`config.mk`:
```
export PLATFORM = sky130hd
export DESIGN_NAME = coordinate_fifo_with_lookup_flat
export DESIGN_NICKNAME = d
export VERILOG_FILES = /design/src/hdl/cfwl_pkg.sv /design/src/hdl/cfwl_if.sv /design/src/hdl/coordinate_fifo_with_lookup.sv /design/src/hdl/cfwl_ram.sv /design/src/flat_wrapper.sv
export SDC_FILE = /design/constraint.sdc
export NUM_CORES = 2
export LEC_CHECK = 0
export BUFFER_PORTS_ARGS = -buffer_cell sky130_fd_sc_hd__clkbuf_2
export CAP_MARGIN = 0
export CORE_AREA = 5 5 496 498
export CTS_CLUSTER_DIAMETER = 80
export CTS_CLUSTER_SIZE = 30
export DETAILED_ROUTE_END_ITERATION = 6
export DIE_AREA = 0 0 501 503
export SLEW_MARGIN = 25
export SYNTH_ARGS = -nofsm -noshare
export SYNTH_HDL_FRONTEND = slang
export SYNTH_HIERARCHICAL = 1
export SYNTH_SLANG_ARGS = --single-unit
```
`constraint.sdc`:
```
create_clock -name i_clk -period 4.44 [get_ports i_clk]
set_input_delay 0.666 -clock i_clk [delete_from_list [all_inputs] [get_ports i_clk]]
set_output_delay 0.666 -clock i_clk [all_outputs]
set_load 0.1 [all_outputs]
```
`src/hdl/cfwl_pkg.sv`:
```
// shared constants, codes and helpers for the coordinate queue
package cfwl_pkg;

    // grid and queue geometry
    localparam int GRID_SIDE   = 16;
    localparam int QUEUE_DEPTH = GRID_SIDE * GRID_SIDE;
    localparam int ADDR_W      = $clog2(QUEUE_DEPTH);
    localparam int CNT_W       = $clog2(QUEUE_DEPTH + 1);

    // fixed field widths of the request and response
    localparam int ACT_W   = 3;
    localparam int COORD_W = 4;
    localparam int KEY_W   = 2 * COORD_W;
    localparam int OCC_W   = 9;

    localparam logic [CNT_W-1:0]  FULL_COUNT = CNT_W'(QUEUE_DEPTH);
    localparam logic [ADDR_W-1:0] LAST_ADDR  = ADDR_W'(QUEUE_DEPTH - 1);

    // action codes
    typedef enum logic [ACT_W-1:0] {
        ACT_PUSH   = 3'd0,
        ACT_POP    = 3'd1,
        ACT_PEEK   = 3'd2,
        ACT_RESET  = 3'd3,
        ACT_LOOKUP = 3'd4
    } t_action;

    // circular pointer step with wrap at the last entry
    function automatic logic [ADDR_W-1:0] advance(input logic [ADDR_W-1:0] p);
        logic [ADDR_W-1:0] nxt;
        nxt = (p == LAST_ADDR) ? '0 : p + ADDR_W'(1);
        return nxt;
    endfunction

endpackage

```
`src/hdl/cfwl_if.sv`:
```
// request and response channel interfaces

// request channel: action and cell coordinates
interface cfwl_req_if;
    logic                          valid;
    logic                          ready;
    logic [cfwl_pkg::ACT_W-1:0]    action;
    logic [cfwl_pkg::COORD_W-1:0]  cell_x;
    logic [cfwl_pkg::COORD_W-1:0]  cell_y;

    modport source (output valid, output action, output cell_x, output cell_y,
                    input ready);
    modport sink   (input valid, input action, input cell_x, input cell_y,
                    output ready);
endinterface

// response channel: head entry, search result and status
interface cfwl_rsp_if;
    logic                          valid;
    logic                          ready;
    logic                          head_valid;
    logic [cfwl_pkg::COORD_W-1:0]  head_x;
    logic [cfwl_pkg::COORD_W-1:0]  head_y;
    logic                          found;
    logic                          overflow;
    logic                          is_empty;
    logic [cfwl_pkg::OCC_W-1:0]    occupancy;

    modport source (output valid, output head_valid, output head_x, output head_y,
                    output found, output overflow, output is_empty, output occupancy,
                    input ready);
    modport sink   (input valid, input head_valid, input head_x, input head_y,
                    input found, input overflow, input is_empty, input occupancy,
                    output ready);
endinterface

```
`src/hdl/coordinate_fifo_with_lookup.sv`:
```
// top level: circular queue of grid cells with head peek and membership search
// flow: a taken request runs in S_EXEC, peek then reads the head in S_PEEK, lookup walks
// the entries in S_SCAN and stops early on a hit; all end in S_DONE, which registers the response
// throughput: one request at a time; a lookup walks the live entries through the single
// ram read port, one entry per cycle, so its cost follows the queue occupancy
// reset: synchronous active low; clears pointers, count and control, entry ram is not cleared
module coordinate_fifo_with_lookup (
    input  logic        i_clk,
    input  logic        i_rst_n,
    cfwl_req_if.sink    i_req,
    cfwl_rsp_if.source  o_rsp
);

    typedef enum logic [2:0] {
        S_IDLE,
        S_EXEC,
        S_PEEK,
        S_SCAN,
        S_DONE
    } t_state;

    t_state                              r_state, n_state;
    logic [cfwl_pkg::ACT_W-1:0]          r_action, n_action;
    logic [cfwl_pkg::KEY_W-1:0]          r_key, n_key;
    logic [cfwl_pkg::ADDR_W-1:0]         r_rd_ptr, n_rd_ptr;
    logic [cfwl_pkg::ADDR_W-1:0]         r_wr_ptr, n_wr_ptr;
    logic [cfwl_pkg::CNT_W-1:0]          r_count, n_count;
    logic [cfwl_pkg::ADDR_W-1:0]         r_scan_ptr, n_scan_ptr;
    logic [cfwl_pkg::CNT_W-1:0]          r_scan_left, n_scan_left;
    logic                                r_scan_pend, n_scan_pend;
    logic                                r_found, n_found;
    logic                                r_ovf, n_ovf;
    logic                                r_head_valid, n_head_valid;
    logic [cfwl_pkg::KEY_W-1:0]          r_head_key, n_head_key;
    logic                                r_out_valid, n_out_valid;
    logic                                r_out_head_valid, n_out_head_valid;
    logic [cfwl_pkg::KEY_W-1:0]          r_out_head_key, n_out_head_key;
    logic                                r_out_found, n_out_found;
    logic                                r_out_ovf, n_out_ovf;
    logic                                r_out_empty, n_out_empty;
    logic [cfwl_pkg::OCC_W-1:0]          r_out_occ, n_out_occ;

    logic                                ram_we;
    logic                                ram_re;
    logic [cfwl_pkg::ADDR_W-1:0]         ram_waddr;
    logic [cfwl_pkg::ADDR_W-1:0]         ram_raddr;
    logic [cfwl_pkg::KEY_W-1:0]          ram_rdata;
    logic                                out_free;

    // entry store
    cfwl_ram #(
        .WIDTH (cfwl_pkg::KEY_W),
        .DEPTH (cfwl_pkg::QUEUE_DEPTH)
    ) u_ram (
        .i_clk   (i_clk),
        .i_we    (ram_we),
        .i_waddr (ram_waddr),
        .i_wdata (r_key),
        .i_re    (ram_re),
        .i_raddr (ram_raddr),
        .o_rdata (ram_rdata)
    );

    assign out_free    = !r_out_valid || o_rsp.ready;
    assign i_req.ready = (r_state == S_IDLE);

    // next-state and datapath control
    always_comb begin
        n_state          = r_state;
        n_action         = r_action;
        n_key            = r_key;
        n_rd_ptr         = r_rd_ptr;
        n_wr_ptr         = r_wr_ptr;
        n_count          = r_count;
        n_scan_ptr       = r_scan_ptr;
        n_scan_left      = r_scan_left;
        n_scan_pend      = r_scan_pend;
        n_found          = r_found;
        n_ovf            = r_ovf;
        n_head_valid     = r_head_valid;
        n_head_key       = r_head_key;
        n_out_valid      = r_out_valid;
        n_out_head_valid = r_out_head_valid;
        n_out_head_key   = r_out_head_key;
        n_out_found      = r_out_found;
        n_out_ovf        = r_out_ovf;
        n_out_empty      = r_out_empty;
        n_out_occ        = r_out_occ;
        ram_we           = 1'b0;
        ram_re           = 1'b0;
        ram_waddr        = r_wr_ptr;
        ram_raddr        = r_rd_ptr;

        // response taken downstream
        if (r_out_valid && o_rsp.ready) begin
            n_out_valid = 1'b0;
        end

        case (r_state)
            S_IDLE: begin
                if (i_req.valid) begin
                    n_action = i_req.action;
                    n_key    = {i_req.cell_y, i_req.cell_x};
                    n_state  = S_EXEC;
                end
            end
            S_EXEC: begin
                n_found      = 1'b0;
                n_ovf        = 1'b0;
                n_head_valid = 1'b0;
                n_head_key   = '0;
                n_state      = S_DONE;
                case (r_action)
                    cfwl_pkg::ACT_PUSH: begin
                        if (r_count == cfwl_pkg::FULL_COUNT) begin
                            n_ovf = 1'b1;
                        end else begin
                            ram_we   = 1'b1;
                            n_wr_ptr = cfwl_pkg::advance(r_wr_ptr);
                            n_count  = r_count + cfwl_pkg::CNT_W'(1);
                        end
                    end
                    cfwl_pkg::ACT_POP: begin
                        if (r_count != '0) begin
                            n_rd_ptr = cfwl_pkg::advance(r_rd_ptr);
                            n_count  = r_count - cfwl_pkg::CNT_W'(1);
                        end
                    end
                    cfwl_pkg::ACT_PEEK: begin
                        if (r_count != '0) begin
                            ram_re  = 1'b1;
                            n_state = S_PEEK;
                        end
                    end
                    cfwl_pkg::ACT_RESET: begin
                        n_rd_ptr = '0;
                        n_wr_ptr = '0;
                        n_count  = '0;
                    end
                    cfwl_pkg::ACT_LOOKUP: begin
                        n_scan_ptr  = r_rd_ptr;
                        n_scan_left = r_count;
                        n_scan_pend = 1'b0;
                        n_state     = S_SCAN;
                    end
                    default: begin
                    end
                endcase
            end
            S_PEEK: begin
                n_head_valid = 1'b1;
                n_head_key   = ram_rdata;
                n_state      = S_DONE;
            end
            S_SCAN: begin
                ram_raddr = r_scan_ptr;
                if (r_scan_pend && (ram_rdata == r_key)) begin
                    n_found     = 1'b1;
                    n_scan_pend = 1'b0;
                    n_state     = S_DONE;
                end else if (r_scan_left == '0) begin
                    n_scan_pend = 1'b0;
                    n_state     = S_DONE;
                end else begin
                    ram_re      = 1'b1;
                    n_scan_ptr  = cfwl_pkg::advance(r_scan_ptr);
                    n_scan_left = r_scan_left - cfwl_pkg::CNT_W'(1);
                    n_scan_pend = 1'b1;
                end
            end
            S_DONE: begin
                if (out_free) begin
                    n_out_valid      = 1'b1;
                    n_out_head_valid = r_head_valid;
                    n_out_head_key   = r_head_key;
                    n_out_found      = r_found;
                    n_out_ovf        = r_ovf;
                    n_out_empty      = (r_count == '0);
                    n_out_occ        = cfwl_pkg::OCC_W'(r_count);
                    n_state          = S_IDLE;
                end
            end
            default: begin
                n_state = S_IDLE;
            end
        endcase
    end

    // state and registered outputs
    always_ff @(posedge i_clk) begin
        if (!i_rst_n) begin
            r_state     <= S_IDLE;
            r_rd_ptr    <= '0;
            r_wr_ptr    <= '0;
            r_count     <= '0;
            r_scan_pend <= 1'b0;
            r_out_valid <= 1'b0;
        end else begin
            r_state     <= n_state;
            r_rd_ptr    <= n_rd_ptr;
            r_wr_ptr    <= n_wr_ptr;
            r_count     <= n_count;
            r_scan_pend <= n_scan_pend;
            r_out_valid <= n_out_valid;
        end
        r_action         <= n_action;
        r_key            <= n_key;
        r_scan_ptr       <= n_scan_ptr;
        r_scan_left      <= n_scan_left;
        r_found          <= n_found;
        r_ovf            <= n_ovf;
        r_head_valid     <= n_head_valid;
        r_head_key       <= n_head_key;
        r_out_head_valid <= n_out_head_valid;
        r_out_head_key   <= n_out_head_key;
        r_out_found      <= n_out_found;
        r_out_ovf        <= n_out_ovf;
        r_out_empty      <= n_out_empty;
        r_out_occ        <= n_out_occ;
    end

    // response payload
    assign o_rsp.valid      = r_out_valid;
    assign o_rsp.head_valid = r_out_head_valid;
    assign o_rsp.head_x     = r_out_head_key[cfwl_pkg::COORD_W-1:0];
    assign o_rsp.head_y     = r_out_head_key[cfwl_pkg::KEY_W-1:cfwl_pkg::COORD_W];
    assign o_rsp.found      = r_out_found;
    assign o_rsp.overflow   = r_out_ovf;
    assign o_rsp.is_empty   = r_out_empty;
    assign o_rsp.occupancy  = r_out_occ;

    // count never exceeds the queue depth
    a_count_bound: assert property (@(posedge i_clk) disable iff (!i_rst_n)
        r_count <= cfwl_pkg::FULL_COUNT)
        else $error("entry count above queue depth");

    // no store write when the queue is full
    a_no_write_full: assert property (@(posedge i_clk) disable iff (!i_rst_n)
        ram_we |-> (r_count != cfwl_pkg::FULL_COUNT))
        else $error("entry store written while full");

    // a valid head implies a non-empty queue
    a_head_nonempty: assert property (@(posedge i_clk) disable iff (!i_rst_n)
        (o_rsp.valid && o_rsp.head_valid) |-> !o_rsp.is_empty)
        else $error("head reported on empty queue");

    // empty flag agrees with occupancy
    a_empty_occ: assert property (@(posedge i_clk) disable iff (!i_rst_n)
        o_rsp.valid |-> (o_rsp.is_empty == (o_rsp.occupancy == '0)))
        else $error("empty flag disagrees with occupancy");

endmodule

```
`src/hdl/cfwl_ram.sv`:
```
// generic simple dual-port ram with registered read
module cfwl_ram #(
    parameter int WIDTH = 8,
    parameter int DEPTH = 256
) (
    input  logic                     i_clk,
    input  logic                     i_we,
    input  logic [$clog2(DEPTH)-1:0] i_waddr,
    input  logic [WIDTH-1:0]         i_wdata,
    input  logic                     i_re,
    input  logic [$clog2(DEPTH)-1:0] i_raddr,
    output logic [WIDTH-1:0]         o_rdata
);

    logic [WIDTH-1:0] r_mem [DEPTH];
    logic [WIDTH-1:0] r_rdata;

    // write port and registered read port
    always_ff @(posedge i_clk) begin
        if (i_we) begin
            r_mem[i_waddr] <= i_wdata;
        end
        if (i_re) begin
            r_rdata <= r_mem[i_raddr];
        end
    end

    assign o_rdata = r_rdata;

endmodule
```
`src/flat_wrapper.sv`:
```
// flat-port wrapper written by rule: the top's interface ports become plain ports
module coordinate_fifo_with_lookup_flat 
  (i_clk, i_rst_n, i_req_valid, i_req_action, i_req_cell_x, i_req_cell_y, i_req_ready, o_rsp_valid, o_rsp_head_valid, o_rsp_head_x, o_rsp_head_y, o_rsp_found, o_rsp_overflow, o_rsp_is_empty, o_rsp_occupancy, o_rsp_ready);
  cfwl_req_if i_req_i ();
  cfwl_rsp_if o_rsp_i ();
  input  logic i_clk;
  input  logic i_rst_n;
  input wire logic [$bits(i_req_i.valid)-1:0] i_req_valid;
  input wire logic [$bits(i_req_i.action)-1:0] i_req_action;
  input wire logic [$bits(i_req_i.cell_x)-1:0] i_req_cell_x;
  input wire logic [$bits(i_req_i.cell_y)-1:0] i_req_cell_y;
  output wire logic [$bits(i_req_i.ready)-1:0] i_req_ready;
  output wire logic [$bits(o_rsp_i.valid)-1:0] o_rsp_valid;
  output wire logic [$bits(o_rsp_i.head_valid)-1:0] o_rsp_head_valid;
  output wire logic [$bits(o_rsp_i.head_x)-1:0] o_rsp_head_x;
  output wire logic [$bits(o_rsp_i.head_y)-1:0] o_rsp_head_y;
  output wire logic [$bits(o_rsp_i.found)-1:0] o_rsp_found;
  output wire logic [$bits(o_rsp_i.overflow)-1:0] o_rsp_overflow;
  output wire logic [$bits(o_rsp_i.is_empty)-1:0] o_rsp_is_empty;
  output wire logic [$bits(o_rsp_i.occupancy)-1:0] o_rsp_occupancy;
  input wire logic [$bits(o_rsp_i.ready)-1:0] o_rsp_ready;
  assign i_req_i.valid = i_req_valid;
  assign i_req_i.action = i_req_action;
  assign i_req_i.cell_x = i_req_cell_x;
  assign i_req_i.cell_y = i_req_cell_y;
  assign i_req_ready = i_req_i.ready;
  assign o_rsp_valid = o_rsp_i.valid;
  assign o_rsp_head_valid = o_rsp_i.head_valid;
  assign o_rsp_head_x = o_rsp_i.head_x;
  assign o_rsp_head_y = o_rsp_i.head_y;
  assign o_rsp_found = o_rsp_i.found;
  assign o_rsp_overflow = o_rsp_i.overflow;
  assign o_rsp_is_empty = o_rsp_i.is_empty;
  assign o_rsp_occupancy = o_rsp_i.occupancy;
  assign o_rsp_i.ready = o_rsp_ready;
  coordinate_fifo_with_lookup u_core (.i_clk(i_clk), .i_rst_n(i_rst_n), .i_req(i_req_i), .o_rsp(o_rsp_i));
endmodule
```
==> impl_metrics.env <==
export IMPL_via_per_inst=5.49
export IMPL_yosysMostFrequentCell="edfxtp_1"
export IMPL_period_share=0.951
export IMPL_core_area_sq_um=242000
export IMPL_hold_slack_ps=91.6
export IMPL_critical_path_cell_chain="nand3b_1 -> buf_4 -> nand2_1 -> nand2_4 -> buf_12 -> mux4_2 -> mux4_2 -> nor2b_1 -> nor4_2 -> buf_4 -> nor4_1"
export IMPL_die_y_um=503
export IMPL_wirelength_mm=208
export IMPL_peakVddDrop_v=0.000263
export IMPL_cp_top_family="simple AND/OR/NAND/NOR gates"
export IMPL_synth_top_cell_by_area="edfxtp_1"
export IMPL_hold_viol=0
export IMPL_slowest_delay_ps=640
export IMPL_skew_ps=58.5
export IMPL_io_buffers=37
export IMPL_netlist_area_sq_um=83900
export IMPL_place_congestion=0.851
export IMPL_yosysUniqueCellTypes=72
export IMPL_io_pins=38
export IMPL_cts_root_buf="clkbuf_16"
export IMPL_cts_setup_buffers=0
export IMPL_drive_above_1_share=0.226
export IMPL_slew_headroom=0.207
export IMPL_final_core_util=0.384
export IMPL_yosysSeqAreaShare=0.765
export IMPL_critPathBufInv=3
export IMPL_dp_hpwl_mm=131
export IMPL_die_w_um=501
export IMPL_final_cell_area_sq_um=92800
export IMPL_clock_sinks=2146
export IMPL_drv_cap=0
export IMPL_start_kind="flip-flop"
export IMPL_overflow=0
export IMPL_synth_flop_cell="edfxtp_1"
export IMPL_powerDensity_nw_per_um2=373
export IMPL_firstDrtPassIters=7
export IMPL_ctsLongestPathBuffers=3
export IMPL_antenna_found_initial=7
export IMPL_critPathArrivalTime_ps=4740
export IMPL_drc=0
export IMPL_end_kind="flip-flop"
export IMPL_wl_per_cell_um=27.5
export IMPL_layout_setup_ws_ps=217
export IMPL_setup_viol=0
export IMPL_grt_pass1_vias=41400
export IMPL_finalNonFillerCells=7578
export IMPL_h_tree_depth=3
export IMPL_worstMarginPinSlew_ps=1180
export IMPL_placed_cells=7402
export IMPL_critPathSlowestCell="mux4_2"
export IMPL_dieArea_sq_um=252000
export IMPL_rows=181
export IMPL_fin_crit_ps=4220
export IMPL_floorplan_initialDensity=0.347
export IMPL_rsz0062_at_grt="false"
export IMPL_place_ws_ps=-431
export IMPL_num_vias=41600
export IMPL_grt_pass1_wl_mm=301
export IMPL_synth_area_leaders="edfxtp_1 (76%), mux4_2 (12%), mux2i_1 (1.6%)"
export IMPL_min_path_type="in2reg"
export IMPL_cp_max_fo=63
export IMPL_synth_seq_cells=2146
export IMPL_netlist_top_cells_count="edfxtp_1 (2116), mux4_2 (454), nor2_1 (323), mux2i_1 (136), a22oi_1 (134)"
export IMPL_syn_inst=4141
export IMPL_grtUsageTotal=0.162
export IMPL_fmaxAchievable_mhz=237
export IMPL_clk_pin_slew_ps=90
export IMPL_synthToLayoutAreaGrowth_pct=10.6
export IMPL_async_flop_share=0
export IMPL_grt_max_degree=217
export IMPL_drv_slew=0
export IMPL_clk_latency_ps=790
export IMPL_cp_data_required_time_ps=4950
export IMPL_total_leakage_power_uw=0.0270
export IMPL_cts_tree="built"
export IMPL_synth_top_area_share=0.758
export IMPL_syn_nets=4163
export IMPL_placed_cell_area_sq_um=89200
export IMPL_finalNetCount=4327
export IMPL_status="completed"
export IMPL_cts_inserted_buffers=98
export IMPL_initialDrtViolationCount=4436
export IMPL_syn_area_per_cell_sq_um=20.3
export IMPL_synth_edf_count=2116
export IMPL_ys_warn_count=6
export IMPL_crit_type="reg2reg"
export IMPL_nFillCells=21600
export IMPL_ant_nets=0
-- final timing paths --
kind                   startpoint                  endpoint  slack (ps)  depth (start not counted)
min reg2reg  u_core/r_head_key[7]  u_core/r_out_head_key[7]         430                          0
max reg2reg     u_core/r_state[0]   u_core/u_ram/o_rdata[1]         220                         11
max             u_core/r_state[0]   u_core/u_ram/o_rdata[1]         220                         11
min               i_req_cell_y[2]           u_core/r_key[6]          90                          1
-- layer usage --
layer | global-route usage | wire length (um)
met4 | 0.0452 | 5590
met2 | 0.259 | 98900
met3 | 0.0271 | 15900
met5 | 0 | 27
met1 | 0.231 | 87900
-- worst register-to-register path: cells and delay by family, from the launching register on --
kind	cells	cell delay, ps
DFF	1	400
muxes	2	1330
and+or+nand+nor	6	1320
buffers and inverters	3	920
-- sequential cells by signal, summed over array words and instances (netlist names), 3 cells and up --
signal                  cells
u_core/r_head_key           8
u_core/r_action             3
u_core/r_out_head_key       8
u_core/r_key                8
u_core/u_ram/r_mem       2048
u_core/r_wr_ptr             8
u_core/u_ram/o_rdata        8
u_core/r_count              9
u_core/r_scan_ptr           8
u_core/o_rsp.occupancy      9
u_core/r_rd_ptr             8
u_core/r_state              3
u_core/r_scan_left          9
-- stage by stage --
step / total power [uW] / TNS, ps
after floorplan: 23500 / -1610
after global placement: 23700 / -2270
after detailed placement: 23800 / -1500
after CTS: 34900 / -7.39
after global routing: 35700 / 0
final: 34600 / 0
-- cell type report --
type / count / area [sq um] / area share
inverter: 11 / 41.3 / 0.000445
tap: 3202 / 4010 / 0.0432
sequential: 2146 / 64100 / 0.691
antenna: 5 / 12.5 / 0.000135
clock buffer: 108 / 2550 / 0.0275
clock inverter: 58 / 785 / 0.00845
timing repair buffer: 316 / 2820 / 0.0304
multi-input combinational: 1732 / 18400 / 0.199
-- what timing repair did --
item | CTS | global route
endpoints found under the setup margin | 6 | 8
hold buffers | 2 | 0
gates resized for setup | 15 | 13
endpoints found under the hold margin | 2 | 0
-- cells by family (layout without fill, tap and decap cells) --
logic type	count (synthesis)	count (layout)	share of synthesized area
AOI/OAI and AO/OA	450	450	0.0371
muxes	594	594	0.139
DFF	2146	2146	0.765
xor gates and xnor gates	35	35	0.00365
other	0	5	0
and+or+nand+nor	646	646	0.0355
buffers and inverters	263	493	0.0189
adders and majority gates	7	7	0.00104
-- report_power, final --
part           switching [uW]  total (uW)  internal [uW]  leakage, uW
logic                     704         950            246      0.00616
registers                28.8       22400          22300       0.0193
clock network            6620       11300           4640      0.00161
-- layout by cell type (no fill, tap or decap), types with 36 or more instances in the layout --
cell and count:
nand3_1 47, buf_4 234, a21oi_1 108, clkbuf_16 101
mux4_2 454, o221ai_1 45, nor2_1 320, nand2_1 84
a22oi_1 134, edfxtp_1 2116, mux2i_1 136, clkbuf_2 37
o21ai_0 36
Note: power is estimated with default switching activity, not from simulation.
